`config.mk`:
```
export PLATFORM = sky130hd
export DESIGN_NAME = compacting_record_store_core
export DESIGN_NICKNAME = d
export VERILOG_FILES = /design/src/rtl/crs_pkg.sv /design/src/rtl/compacting_record_store_core.sv
export VERILOG_INCLUDE_DIRS = /design/src /design/src/rtl
export SDC_FILE = /design/constraint.sdc
export NUM_CORES = 1
export LEC_CHECK = 0
export ABC_AREA = 1
export BUFFER_PORTS_ARGS = -buffer_cell sky130_fd_sc_hd__buf_2
export CAP_MARGIN = 20
export CORE_MARGIN = 2
export CORE_UTILIZATION = 30
export CTS_CLUSTER_DIAMETER = 150
export DETAILED_ROUTE_END_ITERATION = 7
export PLACE_DENSITY = 0.56
export SLEW_MARGIN = 20
export SYNTH_ARGS = -nofsm -noshare
export SYNTH_HDL_FRONTEND = slang
export SYNTH_SLANG_ARGS = --single-unit
```
`constraint.sdc`:
```
create_clock -name clock -period 12.04 [get_ports clock]
set_input_delay 3.612 -clock clock [delete_from_list [all_inputs] [get_ports clock]]
set_output_delay 3.612 -clock clock [all_outputs]
set_load 0.03 [all_outputs]
```
`src/rtl/assert_macros.svh`:
```
// assertion macros for the record store
`ifndef ASSERT_MACROS_SVH
`define ASSERT_MACROS_SVH

// a must be followed in the same cycle by b
`define ASSERT_IMPLIES(label, clk, rst, a, b) \
   label: assert property (@(posedge clk) disable iff (rst) (a) |-> (b)) \
      else $error("assertion failed");

// a must be followed in the next cycle by b
`define ASSERT_NEXT(label, clk, rst, a, b) \
   label: assert property (@(posedge clk) disable iff (rst) (a) |=> (b)) \
      else $error("assertion failed");

`endif

```
`src/rtl/crs_pkg.sv`:
```
package crs_pkg;

   localparam int HDR_BYTES = 3;
   localparam int MAX_DATA = 29;
   localparam logic [7:0] FILL_VALUE = 8'hFF;
   localparam logic [7:0] BAD_ID = 8'hFF;

   localparam logic [2:0] ACT_ADD = 3'd0;
   localparam logic [2:0] ACT_DATA = 3'd1;
   localparam logic [2:0] ACT_DELETE = 3'd2;
   localparam logic [2:0] ACT_READ = 3'd3;
   localparam logic [2:0] ACT_COMPACT = 3'd4;

   localparam logic [2:0] ST_OK = 3'd0;
   localparam logic [2:0] ST_NOT_FOUND = 3'd1;
   localparam logic [2:0] ST_NO_SPACE = 3'd2;
   localparam logic [2:0] ST_TOO_LONG = 3'd3;
   localparam logic [2:0] ST_UNEXPECTED = 3'd4;

   typedef struct packed {
      logic [2:0] action;
      logic [7:0] record_id;
      logic [4:0] data_length;
      logic [7:0] data_byte;
   } req_type;

   typedef struct packed {
      logic [2:0] status;
      logic [7:0] out_byte;
      logic       last;
      logic [3:0] record_count;
      logic [5:0] used_bytes;
   } rsp_type;

endpackage

```
`src/rtl/compacting_record_store_core.sv`:
```
// channel | ports                          | direction
// req     | req_valid req_ready req_data   | in
// rsp     | rsp_valid rsp_ready rsp_data   | out
//
// one transaction at a time; a data byte goes through S_DATA, a lookup through L_HEAD,
// L_FLAG, L_ID and L_LEN per record header, and a read through R_ADDR and R_DATA per byte.
// compaction reads each record header in C_HEAD, C_FLAG and C_LEN, copies each kept byte
// through C_RD and C_WR, and fills each freed byte in C_FILL.
// after reset a clearing pass fills the store with 255.
// a stalled rsp holds its result register; req waits until the block is idle.
`include "assert_macros.svh"

module compacting_record_store_core #(
   parameter int STORE_BYTES = 32
) (
   input  logic              clock,
   input  logic              reset,
   input  logic              req_valid,
   output logic              req_ready,
   input  crs_pkg::req_type  req_data,
   output logic              rsp_valid,
   input  logic              rsp_ready,
   output crs_pkg::rsp_type  rsp_data
);

   localparam int AW = $clog2(STORE_BYTES);
   localparam int AW1 = AW + 1;
   localparam int SW = $clog2(STORE_BYTES + 512);
   localparam logic [SW-1:0] N_S = SW'(STORE_BYTES);
   localparam logic [SW-1:0] HDR_S = SW'(crs_pkg::HDR_BYTES);
   localparam logic [SW-1:0] MAXREC_S = SW'(crs_pkg::HDR_BYTES + crs_pkg::MAX_DATA);
   localparam logic [AW1-1:0] LAST_A = AW1'(STORE_BYTES - 1);

   typedef enum logic [4:0] {
      S_CLEAR, S_IDLE, S_DATA, S_EMIT,
      L_HEAD, L_FLAG, L_ID, L_LEN, D_OP,
      C_HEAD, C_FLAG, C_LEN, C_RD, C_WR, C_FILL,
      A_CHK, A_H1, A_H2, R_ADDR, R_DATA
   } state_type;

   logic [7:0] store_mem_ff [STORE_BYTES];
   logic [7:0] mem_q_ff;
   logic       mem_we, mem_re;
   logic [AW-1:0] mem_wa, mem_ra;
   logic [7:0] mem_wd;

   state_type state_ff, state_in;
   logic [AW1-1:0] clr_ff, clr_in;
   crs_pkg::req_type cmd_ff, cmd_in;
   logic [SW-1:0] p_ff, p_in, rd_ff, rd_in, wr_ff, wr_in, size_ff, size_in, cnt_ff, cnt_in;
   logic found_ff, found_in, flag_ff, flag_in;
   logic [AW-1:0] pos_ff, pos_in;
   logic [7:0] poslen_ff, poslen_in;
   logic [AW1-1:0] ap_ff, ap_in, lb_ff, lb_in, fp_ff, fp_in;
   logic [AW-1:0] lr_ff, lr_in;
   logic [4:0] btf_ff, btf_in;
   logic [2:0] em_status_ff, em_status_in;
   logic [7:0] em_byte_ff, em_byte_in;
   logic em_last_ff, em_last_in;
   logic rsp_valid_ff, rsp_valid_in;
   crs_pkg::rsp_type rsp_ff, rsp_in;

   logic [SW-1:0] ap_s, lb_s, len_s, kill_s, free_s, rsize_s, csize_s;

   assign req_ready = (state_ff == S_IDLE);
   assign rsp_valid = rsp_valid_ff;
   assign rsp_data = rsp_ff;

   always_comb begin
      ap_s = SW'(ap_ff);
      lb_s = SW'(lb_ff);
      len_s = SW'(cmd_ff.data_length);
      kill_s = HDR_S + SW'(poslen_ff);
      free_s = ((lb_s < N_S) ? N_S - lb_s : '0) + (found_ff ? kill_s : '0);
      rsize_s = kill_s;
      if (rsize_s > MAXREC_S) rsize_s = MAXREC_S;
      if (SW'(pos_ff) + rsize_s > N_S) rsize_s = N_S - SW'(pos_ff);
      csize_s = HDR_S + SW'(mem_q_ff);
      if (rd_ff + csize_s > N_S) csize_s = N_S - rd_ff;
   end

   always_comb begin
      state_in = state_ff;
      clr_in = clr_ff;
      cmd_in = cmd_ff;
      p_in = p_ff;
      rd_in = rd_ff;
      wr_in = wr_ff;
      size_in = size_ff;
      cnt_in = cnt_ff;
      found_in = found_ff;
      flag_in = flag_ff;
      pos_in = pos_ff;
      poslen_in = poslen_ff;
      ap_in = ap_ff;
      lb_in = lb_ff;
      fp_in = fp_ff;
      lr_in = lr_ff;
      btf_in = btf_ff;
      em_status_in = em_status_ff;
      em_byte_in = em_byte_ff;
      em_last_in = em_last_ff;
      rsp_valid_in = rsp_valid_ff & ~rsp_ready;
      rsp_in = rsp_ff;
      mem_we = 1'b0;
      mem_wa = '0;
      mem_wd = '0;
      mem_re = 1'b0;
      mem_ra = '0;

      case (state_ff)
         S_CLEAR: begin
            mem_we = 1'b1;
            mem_wa = clr_ff[AW-1:0];
            mem_wd = crs_pkg::FILL_VALUE;
            clr_in = clr_ff + 1'b1;
            if (clr_ff == LAST_A) state_in = S_IDLE;
         end
         S_IDLE: begin
            if (req_valid) begin
               cmd_in = req_data;
               em_byte_in = '0;
               em_last_in = 1'b1;
               em_status_in = crs_pkg::ST_UNEXPECTED;
               p_in = '0;
               rd_in = '0;
               wr_in = '0;
               found_in = 1'b0;
               if (req_data.action != crs_pkg::ACT_DATA) btf_in = '0;
               case (req_data.action)
                  crs_pkg::ACT_ADD: begin
                     state_in = (req_data.record_id == crs_pkg::BAD_ID) ? S_EMIT : L_HEAD;
                  end
                  crs_pkg::ACT_DATA: state_in = S_DATA;
                  crs_pkg::ACT_DELETE: state_in = L_HEAD;
                  crs_pkg::ACT_READ: state_in = L_HEAD;
                  crs_pkg::ACT_COMPACT: state_in = C_HEAD;
                  default: state_in = S_EMIT;
               endcase
            end
         end
         S_DATA: begin
            if (btf_ff == '0 || fp_ff >= AW1'(STORE_BYTES)) begin
               btf_in = '0;
               em_status_in = crs_pkg::ST_UNEXPECTED;
            end else begin
               mem_we = 1'b1;
               mem_wa = fp_ff[AW-1:0];
               mem_wd = cmd_ff.data_byte;
               fp_in = fp_ff + 1'b1;
               btf_in = btf_ff - 1'b1;
               em_status_in = crs_pkg::ST_OK;
            end
            state_in = S_EMIT;
         end
         S_EMIT: begin
            if (!rsp_valid_ff || rsp_ready) begin
               rsp_valid_in = 1'b1;
               rsp_in.status = em_status_ff;
               rsp_in.out_byte = em_byte_ff;
               rsp_in.last = em_last_ff;
               rsp_in.record_count = 4'(lr_ff);
               rsp_in.used_bytes = 6'(lb_ff);
               state_in = em_last_ff ? S_IDLE : R_ADDR;
            end
         end
         L_HEAD: begin
            if (p_ff < ap_s && p_ff + 2 < N_S) begin
               mem_re = 1'b1;
               mem_ra = p_ff[AW-1:0];
               state_in = L_FLAG;
            end else begin
               found_in = 1'b0;
               state_in = D_OP;
            end
         end
         L_FLAG: begin
            flag_in = (mem_q_ff != 8'd0);
            mem_re = 1'b1;
            mem_ra = AW'(p_ff + 1);
            state_in = L_ID;
         end
         L_ID: begin
            flag_in = flag_ff && (mem_q_ff == cmd_ff.record_id);
            mem_re = 1'b1;
            mem_ra = AW'(p_ff + 2);
            state_in = L_LEN;
         end
         L_LEN: begin
            if (flag_ff) begin
               found_in = 1'b1;
               pos_in = p_ff[AW-1:0];
               poslen_in = mem_q_ff;
               state_in = D_OP;
            end else begin
               p_in = p_ff + HDR_S + SW'(mem_q_ff);
               state_in = L_HEAD;
            end
         end
         D_OP: begin
            em_status_in = crs_pkg::ST_OK;
            state_in = S_EMIT;
            case (cmd_ff.action)
               crs_pkg::ACT_ADD: begin
                  if (free_s < HDR_S) begin
                     em_status_in = crs_pkg::ST_NO_SPACE;
                  end else if (len_s > free_s - HDR_S ||
                               len_s > SW'(crs_pkg::MAX_DATA)) begin
                     em_status_in = crs_pkg::ST_TOO_LONG;
                  end else begin
                     if (found_ff) begin
                        mem_we = 1'b1;
                        mem_wa = pos_ff;
                        lr_in = (lr_ff != '0) ? lr_ff - 1'b1 : '0;
                        lb_in = (lb_s > kill_s) ? AW1'(lb_s - kill_s) : '0;
                     end
                     state_in = (ap_s + HDR_S + len_s > N_S) ? C_HEAD : A_CHK;
                  end
               end
               crs_pkg::ACT_DELETE: begin
                  if (found_ff) begin
                     mem_we = 1'b1;
                     mem_wa = pos_ff;
                     lr_in = (lr_ff != '0) ? lr_ff - 1'b1 : '0;
                     lb_in = (lb_s > kill_s) ? AW1'(lb_s - kill_s) : '0;
                  end else begin
                     em_status_in = crs_pkg::ST_NOT_FOUND;
                  end
               end
               crs_pkg::ACT_READ: begin
                  if (found_ff) begin
                     size_in = rsize_s;
                     cnt_in = '0;
                     state_in = R_ADDR;
                  end else begin
                     em_status_in = crs_pkg::ST_NOT_FOUND;
                  end
               end
               default: em_status_in = crs_pkg::ST_UNEXPECTED;
            endcase
         end
         C_HEAD: begin
            if (rd_ff < ap_s && rd_ff + 2 < N_S) begin
               mem_re = 1'b1;
               mem_ra = rd_ff[AW-1:0];
               state_in = C_FLAG;
            end else begin
               rd_in = wr_ff;
               state_in = C_FILL;
            end
         end
         C_FLAG: begin
            flag_in = (mem_q_ff != 8'd0);
            mem_re = 1'b1;
            mem_ra = AW'(rd_ff + 2);
            state_in = C_LEN;
         end
         C_LEN: begin
            size_in = csize_s;
            cnt_in = '0;
            if (flag_ff) begin
               state_in = C_RD;
            end else begin
               rd_in = rd_ff + csize_s;
               state_in = C_HEAD;
            end
         end
         C_RD: begin
            mem_re = 1'b1;
            mem_ra = AW'(rd_ff + cnt_ff);
            state_in = C_WR;
         end
         C_WR: begin
            mem_we = 1'b1;
            mem_wa = AW'(wr_ff + cnt_ff);
            mem_wd = mem_q_ff;
            cnt_in = cnt_ff + 1'b1;
            if (cnt_ff + 1 == size_ff) begin
               wr_in = wr_ff + size_ff;
               rd_in = rd_ff + size_ff;
               state_in = C_HEAD;
            end else begin
               state_in = C_RD;
            end
         end
         C_FILL: begin
            if (rd_ff < ap_s && rd_ff < N_S) begin
               mem_we = 1'b1;
               mem_wa = rd_ff[AW-1:0];
               mem_wd = crs_pkg::FILL_VALUE;
               rd_in = rd_ff + 1'b1;
            end else begin
               ap_in = AW1'(wr_ff);
               em_status_in = crs_pkg::ST_OK;
               state_in = (cmd_ff.action == crs_pkg::ACT_ADD) ? A_CHK : S_EMIT;
            end
         end
         A_CHK: begin
            if (ap_s + HDR_S + len_s <= N_S) begin
               mem_we = 1'b1;
               mem_wa = ap_ff[AW-1:0];
               mem_wd = 8'd1;
               state_in = A_H1;
            end else begin
               em_status_in = crs_pkg::ST_NO_SPACE;
               state_in = S_EMIT;
            end
         end
         A_H1: begin
            mem_we = 1'b1;
            mem_wa = AW'(ap_ff + 1'b1);
            mem_wd = cmd_ff.record_id;
            state_in = A_H2;
         end
         A_H2: begin
            mem_we = 1'b1;
            mem_wa = AW'(ap_ff + 2'd2);
            mem_wd = 8'(cmd_ff.data_length);
            fp_in = AW1'(ap_s + HDR_S);
            btf_in = cmd_ff.data_length;
            ap_in = AW1'(ap_s + HDR_S + len_s);
            lr_in = lr_ff + 1'b1;
            lb_in = AW1'(lb_s + HDR_S + len_s);
            em_status_in = crs_pkg::ST_OK;
            state_in = S_EMIT;
         end
         R_ADDR: begin
            mem_re = 1'b1;
            mem_ra = AW'(SW'(pos_ff) + cnt_ff);
            state_in = R_DATA;
         end
         R_DATA: begin
            em_status_in = crs_pkg::ST_OK;
            em_byte_in = mem_q_ff;
            em_last_in = (cnt_ff + 1 == size_ff);
            cnt_in = cnt_ff + 1'b1;
            state_in = S_EMIT;
         end
         default: state_in = S_IDLE;
      endcase
   end

   always_ff @(posedge clock) begin
      if (mem_we) store_mem_ff[mem_wa] <= mem_wd;
      if (mem_re) mem_q_ff <= store_mem_ff[mem_ra];
   end

   always_ff @(posedge clock) begin
      if (reset) begin
         state_ff <= S_CLEAR;
         clr_ff <= '0;
         ap_ff <= '0;
         lb_ff <= '0;
         fp_ff <= '0;
         lr_ff <= '0;
         btf_ff <= '0;
         rsp_valid_ff <= 1'b0;
      end else begin
         state_ff <= state_in;
         clr_ff <= clr_in;
         ap_ff <= ap_in;
         lb_ff <= lb_in;
         fp_ff <= fp_in;
         lr_ff <= lr_in;
         btf_ff <= btf_in;
         rsp_valid_ff <= rsp_valid_in;
      end
      cmd_ff <= cmd_in;
      p_ff <= p_in;
      rd_ff <= rd_in;
      wr_ff <= wr_in;
      size_ff <= size_in;
      cnt_ff <= cnt_in;
      found_ff <= found_in;
      flag_ff <= flag_in;
      pos_ff <= pos_in;
      poslen_ff <= poslen_in;
      em_status_ff <= em_status_in;
      em_byte_ff <= em_byte_in;
      em_last_ff <= em_last_in;
      rsp_ff <= rsp_in;
   end

   `ASSERT_IMPLIES(a_fill_in_record, clock, reset, btf_ff != '0,
      SW'(fp_ff) + SW'(btf_ff) <= SW'(ap_ff))
   `ASSERT_IMPLIES(a_live_fits, clock, reset, 1'b1,
      lb_ff <= AW1'(STORE_BYTES) && ap_ff <= AW1'(STORE_BYTES))
   `ASSERT_NEXT(a_one_at_a_time, clock, reset, req_valid && req_ready, !req_ready)

endmodule
```
### Word-level counts from Yosys, hierarchy flattened

Memories as Yosys holds them, arrays and structs flattened. A register that Yosys moved wholly into a read port is not among the register bits.
Index checks and enable logic that the tools add are counted.

| cells by class | value |
|---|---|
| $add $sub $neg | 35 |
| magnitude comparators | 16 |
| eq/ne operators | 49 |
| muxes and demuxes | 109 |
| bitwise logic cells | 2 |
| reductions and logical operators | 51 |

Operators by type and width:

| operator | number |
|---|---|
| two-way mux 10 bit | 14 |
| two-way mux 5 bit | 22 |
| one-hot mux 5 bit (18 select lines) | 1 |
| < comparator 32 x 6 -> 1 bit (second input constant) | 2 |
| one-hot mux 10 bit (2 select lines) | 3 |
| one-hot mux 8 bit (7 select lines) | 1 |
| one-hot mux 10 bit (5 select lines) | 1 |
| one-hot mux 6 bit (2 select lines) | 4 |
| equality test 5 x 4 -> 1 bit (second input constant) | 8 |
| one-hot mux 5 bit (2 select lines) | 4 |
| one-hot mux 5 bit (8 select lines) | 1 |
| two-way mux 6 bit | 6 |
| one-hot mux 5 bit (7 select lines) | 1 |
| adder 10 bit | 3 |
| greater-than comparator 10 x 6 -> 1 bit (second input constant) | 3 |
| inequality test 2 bit (second input constant) | 15 |
| one-hot mux 10 bit (3 select lines) | 1 |
| two-way mux 3 bit | 9 |
| two-way mux 8 bit | 3 |
| adder 10 x 2 -> 11 bit (second input constant) | 2 |
| adder 10 x 1 -> 10 bit (second input constant) | 2 |
| adder 10 x 9 -> 10 bit | 2 |
| equality test 5 x 3 -> 1 bit (second input constant) | 4 |
| equality test 5 bit (second input constant) | 4 |
| other kinds (74) | 146 |

| storage, ports and cells | value |
|---|---|
| flip-flop bits (word level) | 163 |
| bits in writable memories | 256 |
| input bits | 28 |
| output and inout bits | 24 |
| memories | 1 |

Memory list:

| name | depth | width | read ports | clocked after memory_dff | wr ports | RTL line | source |
|---|---|---|---|---|---|---|---|
| store_mem_ff | 32 | 8 | 1 | 1 | 1 | compacting_record_store_core.sv:41 | `logic [7:0] store_mem_ff [STORE_BYTES];` |

### Logic depth before layout (Yosys ltp)

Gate-level depths: netlist of the first run.

| depth | value |
|---|---|
| depth after elaboration | 12 |
| mapped depth | 35 |
| mapped depth without buffers | 34 |

### Least setup slack after synthesis of the first run

No wires, ideal clock.

| timing | value |
|---|---|
| path kind | input-to-reg |
| start point | in req_valid |
| end point | reg wr_ff[0] (enable) |
| data arrival time | 5.208 ns |
| required time | 11.700 ns |
| slack | 6.492 ns |
| stages on the path | 4 |
| buffers on the path | 0 |
| cell sequence | inv_1 -> nor2_1 -> inv_1 -> nand2_1 |

| on the way | value |
|---|---|
| word-level cells in the longest chain between the ends | 2 |

RTL lines:

| element | RTL line | source |
|---|---|---|
| from (decl) | compacting_record_store_core.sv:18 | `input logic req_valid,` |
| inequality test 2 bit (no line) | -- |  |
| AND reduction 3 bit (no line) | -- |  |
| to (signal assigned) | compacting_record_store_core.sv:371 | `wr_ff <= wr_in;` |
| to (decl) | compacting_record_store_core.sv:50 | `logic [SW-1:0] p_ff, p_in, rd_ff, rd_in, wr_ff, wr_in, size_ff, size_in, cnt_ff, cnt_in;` |

No other way between the ends.
A chain may end at the register's enable or synchronous reset.

### Final worst setup path of the first run

| timing | value |
|---|---|
| start point | reg state_ff[0] |
| end point | out req_ready |

| on the way | value |
|---|---|
| word-level cells in the longest chain between the ends | 1 |

RTL lines:

| element | RTL line | source |
|---|---|---|
| from (decl) | compacting_record_store_core.sv:47 | `state_type state_ff, state_in;` |
| from (signal assigned) | compacting_record_store_core.sv:359 | `state_ff <= state_in;` |
| equality test 5 x 1 -> 1 bit | compacting_record_store_core.sv:65 | `assign req_ready = (state_ff == S_IDLE);` |
| to (decl) | compacting_record_store_core.sv:19 | `output logic req_ready,` |

No other way between the ends.

==> summary.txt, run 1 <==
Synthesis
  – Distinct cells, synth: 62
  – Async S/R FF share, synth: 0%
  – Mapped Area: 25000 sq um
  – Synth area leader: edfxtp_1
  – Syn_area_per_cell: 8.78 sq um
  – Post-synthesis sequential area ratio: between 40% and 50%
  – YS warnings: 0
  – Syn Inst Count: ~2800
  – Post-synth top area share: between 40% and 50%
  – EDFF count, synth: ~390
  – Area contributors post-synth: edfxtp_1, inv_1, nand2_1
  – Flops & latches, synth: 427
  – Top_reg_cell synth: edfxtp_1
  – Syn_nets: 3004

Detailed routing
  – Initial DRC Count: 2067
  – Wire per inst: 18.5 um
  – Drt pass-1 iters: 6
  – Drt via density: between 5 and 6
  – Post-route DRC: 0
  – Vias: about 20000
  – Final WL: approximately 73000 um
  – Post-DRT Antenna Nets: 0

Global route
  – Aggregate global-route resource usage: around 17%
  – Most used routing layer: met2
  – First-pass GRT wire length: roughly 110000 um
  – Met1 GRT Util: 24.1%
  – Met2 Usage GRT: roughly 27%
  – Met3 Use GR: 2.40%
  – Antenna violations before repair: 0
  – Largest net degree at the start of global routing: 72
  – Gr ovfl total: 0
  – Vias in the first global route: roughly 19000

Timing
  – Final Hold Fails: 0
  – Crit path time final: around 5.8 ns
  – Final slew viol count: 0
  – Worst Tran Pin Value: ~1.2 ns
  – Setup Viol. Count Final: 0
  – Hold WS: 0.412 ns
  – Final setup skew: 0.0396 ns
  – Fin Setup TNS: 0 ns
  – Setup ws final: between 6 and 7 ns
  – Fmax: approximately 0.17 GHz
  – RSZ-0062 raised after global routing: no
  – Worst relative slew slack: 18.4%
  – Fin crit share: 48.5%

Setup path
  – Crit-path max cell delay: roughly 0.51 ns
  – Crit. Startpoint: state_ff[0]
  – Crit. End Element: output port
  – Delay-heaviest family, CP: simple AND/OR/NAND/NOR gates
  – Crit start category: register
  – Slowest cell on crit path: dfxtp_1
  – RR Startpoint: mem_q_ff[0]
  – Worst Setup Path Type: reg2out
  – Reg2reg setup slack: slightly above 6 ns
  – Critical Path Fanout Max: 7
  – Worst path cell trace: nand2_1 > nor2_2 > nand2_1 > inv_1 > buf_2
  – Cell repeated most along the worst path: nand2_1
  – Worst EP arrival: 2.23 ns
  – R2R Path End: rd_ff[8]
  – Buf/Inv on CP: 2
  – CP required: ~8.4 ns
  – R2R depth: 31

Clock network
  – Clk_lat worst skew: a little over 0.6 ns
  – Clk buf depth: 3
  – H-Tree Depth: 2
  – Post-CTS Hold Fix Bufs: 0
  – CTS tree: yes
  – CTS Root Cell: clkbuf_16
  – Post_cts resized: 0
  – # clock sinks: around 430
  – Post-CTS Setup Repair Bufs: 0
  – CTS clk-pin slew, worst paths: ~0.06 ns
  – Num CTS Buffers: between 40 and 50

Min path
  – Worst hold path depth: 0
  – Hold Startpoint: em_byte_ff[5]
  – Worst hold path endpoint: rsp_data[16]
  – Worst Hold Class: reg2reg

Power
  – Peak supply drop: 0.0834 mV
  – Power density cells: 145 nW/um^2
  – Leakage: approximately 12 nW

Floorplan
  – IO Pins: 52
  – Die width: approximately 290 um
  – Die height: slightly below 300 um
  – Die ar.: 85500 sq um
  – Core area: approximately 82000 sq um
  – Initial core utilization: approximately 30%
  – Row count: 105

Place
  – Pre-CTS setup slack: roughly 6.3 ns
  – Hpwl dp: just under 50000 um
  – Routability cong.: ~0.94
  – PortBufs: between 50 and 60

Cells and area
  – Final #Nets: around 3000
  – Core Util, Final: 34.0%
  – # fillers: 8501
  – Layout cells sized above 1: between 7 and 8%
  – Multi-input logic area: approximately 10000 sq um
  – FF+latch area: ~12000 sq um
  – Synth-to-Final Area Change: 11.9%
  – Diodes inserted: 0

Job
  – Max Cap Viol: 0

Outcome
  – Outcome: complete, no violations
-- metrics by stage --
| step | std cells | area (sq um) | total power [mW] |
|---|---|---|---|
| 6_report | 3970 | 27900 | 4.04 |
| 5_1_grt | 3970 | 27900 | 4.20 |
| 4_1_cts | 3968 | 27900 | 4.04 |
| 3_5_place_dp | 3886 | 26400 | 2.64 |
| 3_3_place_gp | 3886 | 26400 | 2.63 |
| 2_1_floorplan | 2842 | 25000 | 2.33 |
-- power by group --
group	switching, mW	internal (mW)
Clock	0.626	0.778
Sequential	0.0592	1.81
Combinational	0.544	0.219
Total	1.23	2.81
-- Yosys cell counts, drive strengths merged, types with 14 or more instances --
cell and number:
a21oi 112, a31oi 14, buf 52, clkbuf 50, dfxtp 40, edfxtp 387
ha 123, inv 519, nand2 490, nand3 331, nand4 144, nor2 239
nor3 31, o21ai 101, o22ai 15, xnor2 26, xor2 55
-- per-layer routing --
layer	up-vias	share of wire [%]
met5	-	0
met4	0	2.0
met3	92	6.7
met2	681	45
met1	9528	46
li1	9661	-
-- logic make-up (layout without fill, tap and decap cells) --
logic type	Yosys count	count (layout)	share of synthesized area, %
AOI/OAI and AO/OA	318	318	7.54
buffers and inverters	624	682	9.78
xor gates and xnor gates	82	82	2.93
and+or+nand+nor	1257	1257	22.9
adders and majority gates	134	134	7.05
DFF	427	427	49.8
-- area by class of cell --
| type | instances | share of cell area, % |
|---|---|---|
| sequential | 427 | 44.5 |
| tap | 1070 | 4.79 |
| multi-input combinational | 1791 | 36.7 |
| clock inverter | 24 | 0.793 |
| clock buffer | 58 | 4.44 |
| inverter | 522 | 7.02 |
| timing repair buffer | 78 | 1.78 |
-- layout by cell type, fill, tap and decap left out, drive strengths merged, types with 4 or more instances in the layout --
cell / instances
a211oi: 10
a22oi: 6
o21bai: 10
nand2: 490
nor4: 4
buf: 78
clkinv: 20
nor2: 239
a21oi: 112
o21ai: 101
a21o: 4
nor3: 31
dfxtp: 40
o22ai: 15
xor2: 55
ha: 123
a31oi: 14
nand3b: 4
o2111ai: 13
clkbuf: 58
inv: 521
edfxtp: 387
fa: 11
nand4: 144
o211ai: 7
a221oi: 4
xnor2: 26
nand3: 331
or2: 8
-- registers in the layout (all words and copies together) (netlist names), 5 cells and up --
signal        flops
store_mem_ff    256
cmd_ff           24
rsp_data         22
cnt_ff           10
p_ff             10
rd_ff            10
size_ff          10
wr_ff            10
em_byte_ff        8
mem_q_ff          8
poslen_ff         8
ap_ff             6
clr_ff            6
fp_ff             6
lb_ff             6
btf_ff            5
lr_ff             5
pos_ff            5
state_ff          5
-- worst max path at each step --
stage	cells past startpoint	endpoint	slack, ns
after global placement	32	rd_ff[8]	6.38
after global routing	33	rd_ff[8]	5.41
after detailed placement	31	rd_ff[8]	6.34
after floorplan	4	wr_ff[0]	6.49
final	5	req_ready	6.20
after CTS	5	req_ready	6.21
(Power assumes the default switching activity.)
==> run 2: changes to the inputs <==
--- a/config.mk
+++ b/config.mk
@@ -13,7 +13,7 @@
 export CORE_UTILIZATION = 30
 export CTS_CLUSTER_DIAMETER = 150
 export DETAILED_ROUTE_END_ITERATION = 7
-export PLACE_DENSITY = 0.56
+export PLACE_DENSITY = 0.58
 export SLEW_MARGIN = 20
 export SYNTH_ARGS = -nofsm -noshare
 export SYNTH_HDL_FRONTEND = slang
==> constraint.sdc (replaced) <==
create_clock -name clock -period 5 [get_ports clock]
set_input_delay 1.5 -clock clock [delete_from_list [all_inputs] [get_ports clock]]
set_output_delay 1.5 -clock clock [all_outputs]
set_load 0.03 [all_outputs]
==> run 2 against run 1 <==
Compared with the run above:
- register-to-register slack got worse by 5.9 ns
- first-iteration DRC count increased by 1.5%
- die area unchanged
- routed wire length grew 0.45%
- sequential share of layout area decreased by 1.5 points
- cell count up 2.3%
- worst setup slack got worse by 5.9 ns
- sequential cell count stayed put
- via count up 2.0%
- clock power increased by 150%
- clock-buffer cell count shrank 2
- largest cell class unchanged
- combinational power rose to 2.8 times the previous value
==> summary.txt, run 2 (synthesized netlist as in run 1, its figures left out) <==
Floorplan
  – Die height: 292 um (unchanged)
  – Die ar.: 85500 sq um (unchanged)
  – Initial core utilization: 30.3% (unchanged)
  – IO Pins: 52 (unchanged)
  – Row count: 105 (unchanged)
  – Die width: 292 um (unchanged)
  – Core area: 82200 sq um (unchanged)

Timing
  – Crit path time final: around 4.7 ns
  – Worst relative slew slack: 34.2% (was 18.4%)
  – Final slew viol count: 0 (unchanged)
  – Worst Tran Pin Value: 0.987 ns (was 1.22 ns)
  – Fin crit share: 93.9%
  – Fmax: about 0.21 GHz
  – Final setup skew: 0.0568 ns (was 0.0396 ns)
  – Setup Viol. Count Final: 0 (unchanged)
  – Hold WS: 0.418 ns (was 0.412 ns)
  – RSZ-0062 raised after global routing: yes (was no)
  – Final Hold Fails: 0 (unchanged)

Cells and area
  – Top reg by flops: store_mem_ff (unchanged)
  – Number of flip-flops in the largest register: 256 (unchanged)
  – Design Area, Final: 28900 sq um (was 27900 sq um)
  – Most common cell after layout, fill and taps aside: inv_1 (unchanged)
  – Most frequent cells in the layout: inv_1, nand2_1, edfxtp_1 (unchanged)
  – Synth-to-Final Area Change: 15.7% (was 11.9%)
  – Core Util, Final: 35.1% (was 34.0%)
  – Layout cells sized above 1: 11.9% (was 7.28%)
  – Diodes inserted: 0 (unchanged)
  – Final #Nets: 3115 (was 3030)

Setup path
  – Crit-path max cell delay: 0.39 ns (was 0.51 ns)
  – Slowest cell on crit path: edfxtp_1 (was dfxtp_1)
  – Worst Setup Path Type: reg2reg (was reg2out)
  – Crit start category: register (unchanged)
  – RR Startpoint: mem_q_ff[0] (unchanged)
  – CP required: 5.34 ns (was 8.43 ns)
  – Critical Path Fanout Max: 7 (unchanged)
  – Delay-heaviest family, CP: compound AO/OA/AOI/OAI gates (was simple AND/OR/NAND/NOR gates)
  – Cell repeated most along the worst path: nand2_1 (unchanged)
  – Worst EP arrival: 5.03 ns (was 2.23 ns)
  – Crit. End Element: register (was output port)
  – Crit. Startpoint: mem_q_ff[0] (was state_ff[0])
  – Buf/Inv on CP: 4 (was 2)

Clock network
  – # clock sinks: 427 (unchanged)
  – Post-CTS Hold Fix Bufs: 0 (unchanged)
  – Clk_lat worst skew: 0.63 ns (was 0.61 ns)
  – Clk buf depth: 3 (unchanged)
  – CTS clk-pin slew, worst paths: 0.06 ns (about the same)
  – Num CTS Buffers: 46 (was 48)
  – H-Tree Depth: 2 (unchanged)
  – CTS Root Cell: clkbuf_16 (unchanged)
  – CTS tree: yes (unchanged)

Detailed routing
  – Post-route DRC: 0 (unchanged)
  – Final WL: 73700 um (was 73400 um)
  – Initial DRC Count: 2099 (was 2067)
  – Post-DRT Antenna Nets: 0 (unchanged)
  – Wire per inst: 18.2 um (was 18.5 um)
  – Vias: 20400 (was 20000)
  – Drt pass-1 iters: 6 (unchanged)
  – Drt via density: 5.02 (was 5.03)

Power
  – Power density cells: 346 nW/um^2 (was 145 nW/um^2)
  – Combinational Power Share: 21.0% (was 18.9%)
  – P_int: 6.90 mW (was 2.81 mW)
  – Sequential share of power: 44.6% (was 46.3%)
  – Leakage: 12.2 nW (was 11.7 nW)
  – P_sw: 3.10 mW (was 1.23 mW)
  – Sw frac: 31.0% (was 30.5%)
  – Clock share of power: 34.4% (was 34.8%)
  – Peak supply drop: 0.231 mV (was 0.0834 mV)

Outcome
  – Outcome: complete, no violations (unchanged)

Global route
  – Gr ovfl total: 0 (unchanged)
  – Antenna violations before repair: 0 (unchanged)
  – First-pass GRT wire length: 114000 um (was 113000 um)
  – Aggregate global-route resource usage: 16.9% (was 16.8%)
  – Vias in the first global route: 19100 (was 18700)
  – Largest net degree at the start of global routing: 129 (was 72)

Min path
  – Hold Startpoint: em_status_ff[2] (was em_byte_ff[5])
  – Worst Hold Class: reg2reg (unchanged)

Place
  – PortBufs: 51 (unchanged)
  – Hpwl dp: 51100 um (was 49300 um)
  – Placed Area: 27000 sq um (was 26400 sq um)
  – Routability cong.: 0.928 (was 0.940)

Job
  – Max Cap Viol: 0 (unchanged)
## run 2: changes by cell type in the layout (fill, tap and decap cells not counted), moves of 6 or more
cell     change
nor3_1       -6
o21ai_0     -12
buf_4       +82
nor2_2      +11
o21ai_1      +9
nor2_1      -12
## run 2: cell type report
cell class	count	area, sq um
Fill cell	8435	53400
Sequential cell	427	12400
Multi-Input combinational cell	1791	10500
Inverter	522	1960
Tap cell	1070	1340
Clock buffer	56	1210
Timing Repair Buffer	165	1160
Clock inverter	30	290
## run 2: worst paths after layout
kind,slack [ns],endpoint,cells past startpoint
worst max register to register,0.31,rd_ff[8],29
worst max-delay path,0.31,rd_ff[8],29
worst min register to register,0.42,rsp_data[21],0
worst min-delay path,0.42,rsp_data[21],0
## run 2: layer usage
| layer | share of wire [%] | track usage (%) | up-vias | wire (um) |
|---|---|---|---|---|
| li1 | - | - | 9828 | - |
| met1 | 45 | 24.2 | 9615 | 33400 |
| met2 | 44 | 26.3 | 793 | 32600 |
| met3 | 7.7 | 2.63 | 132 | 5670 |
| met4 | 2.8 | 5.00 | 0 | 2030 |
| met5 | 0 | 0 | - | 0 |
## run 2: timing repair
action | in CTS | in global routing
gates resized for setup | 2 | 76
setup endpoints to repair | 1 | 262
setup buffers | 0 | 12
pin swaps | 0 | 21
cloned | 0 | 1
## run 2: metrics by stage
step / instances / power, mW / setup slack, ns / setup TNS [ns]
4_1_cts: 4047 / 9.91 / 0.0370 / 0
3_3_place_gp: 3961 / 6.45 / 0.0554 / 0
3_5_place_dp: 3961 / 6.46 / 0.0188 / 0
2_1_floorplan: 2842 / 5.62 / 0.402 / 0
5_1_grt: 4061 / 10.4 / -0.0713 / -0.106
6_report: 4061 / 10.0 / 0.307 / 0
## run 2: power by group through the flow
stage,sequential (mW),clock (mW),combinational [mW]
after floorplan,4.51,0,1.11
after global placement,4.53,0,1.92
after detailed placement,4.53,0,1.94
after CTS,4.46,3.51,1.95
after global routing,4.47,3.65,2.30
final,4.46,3.44,2.10
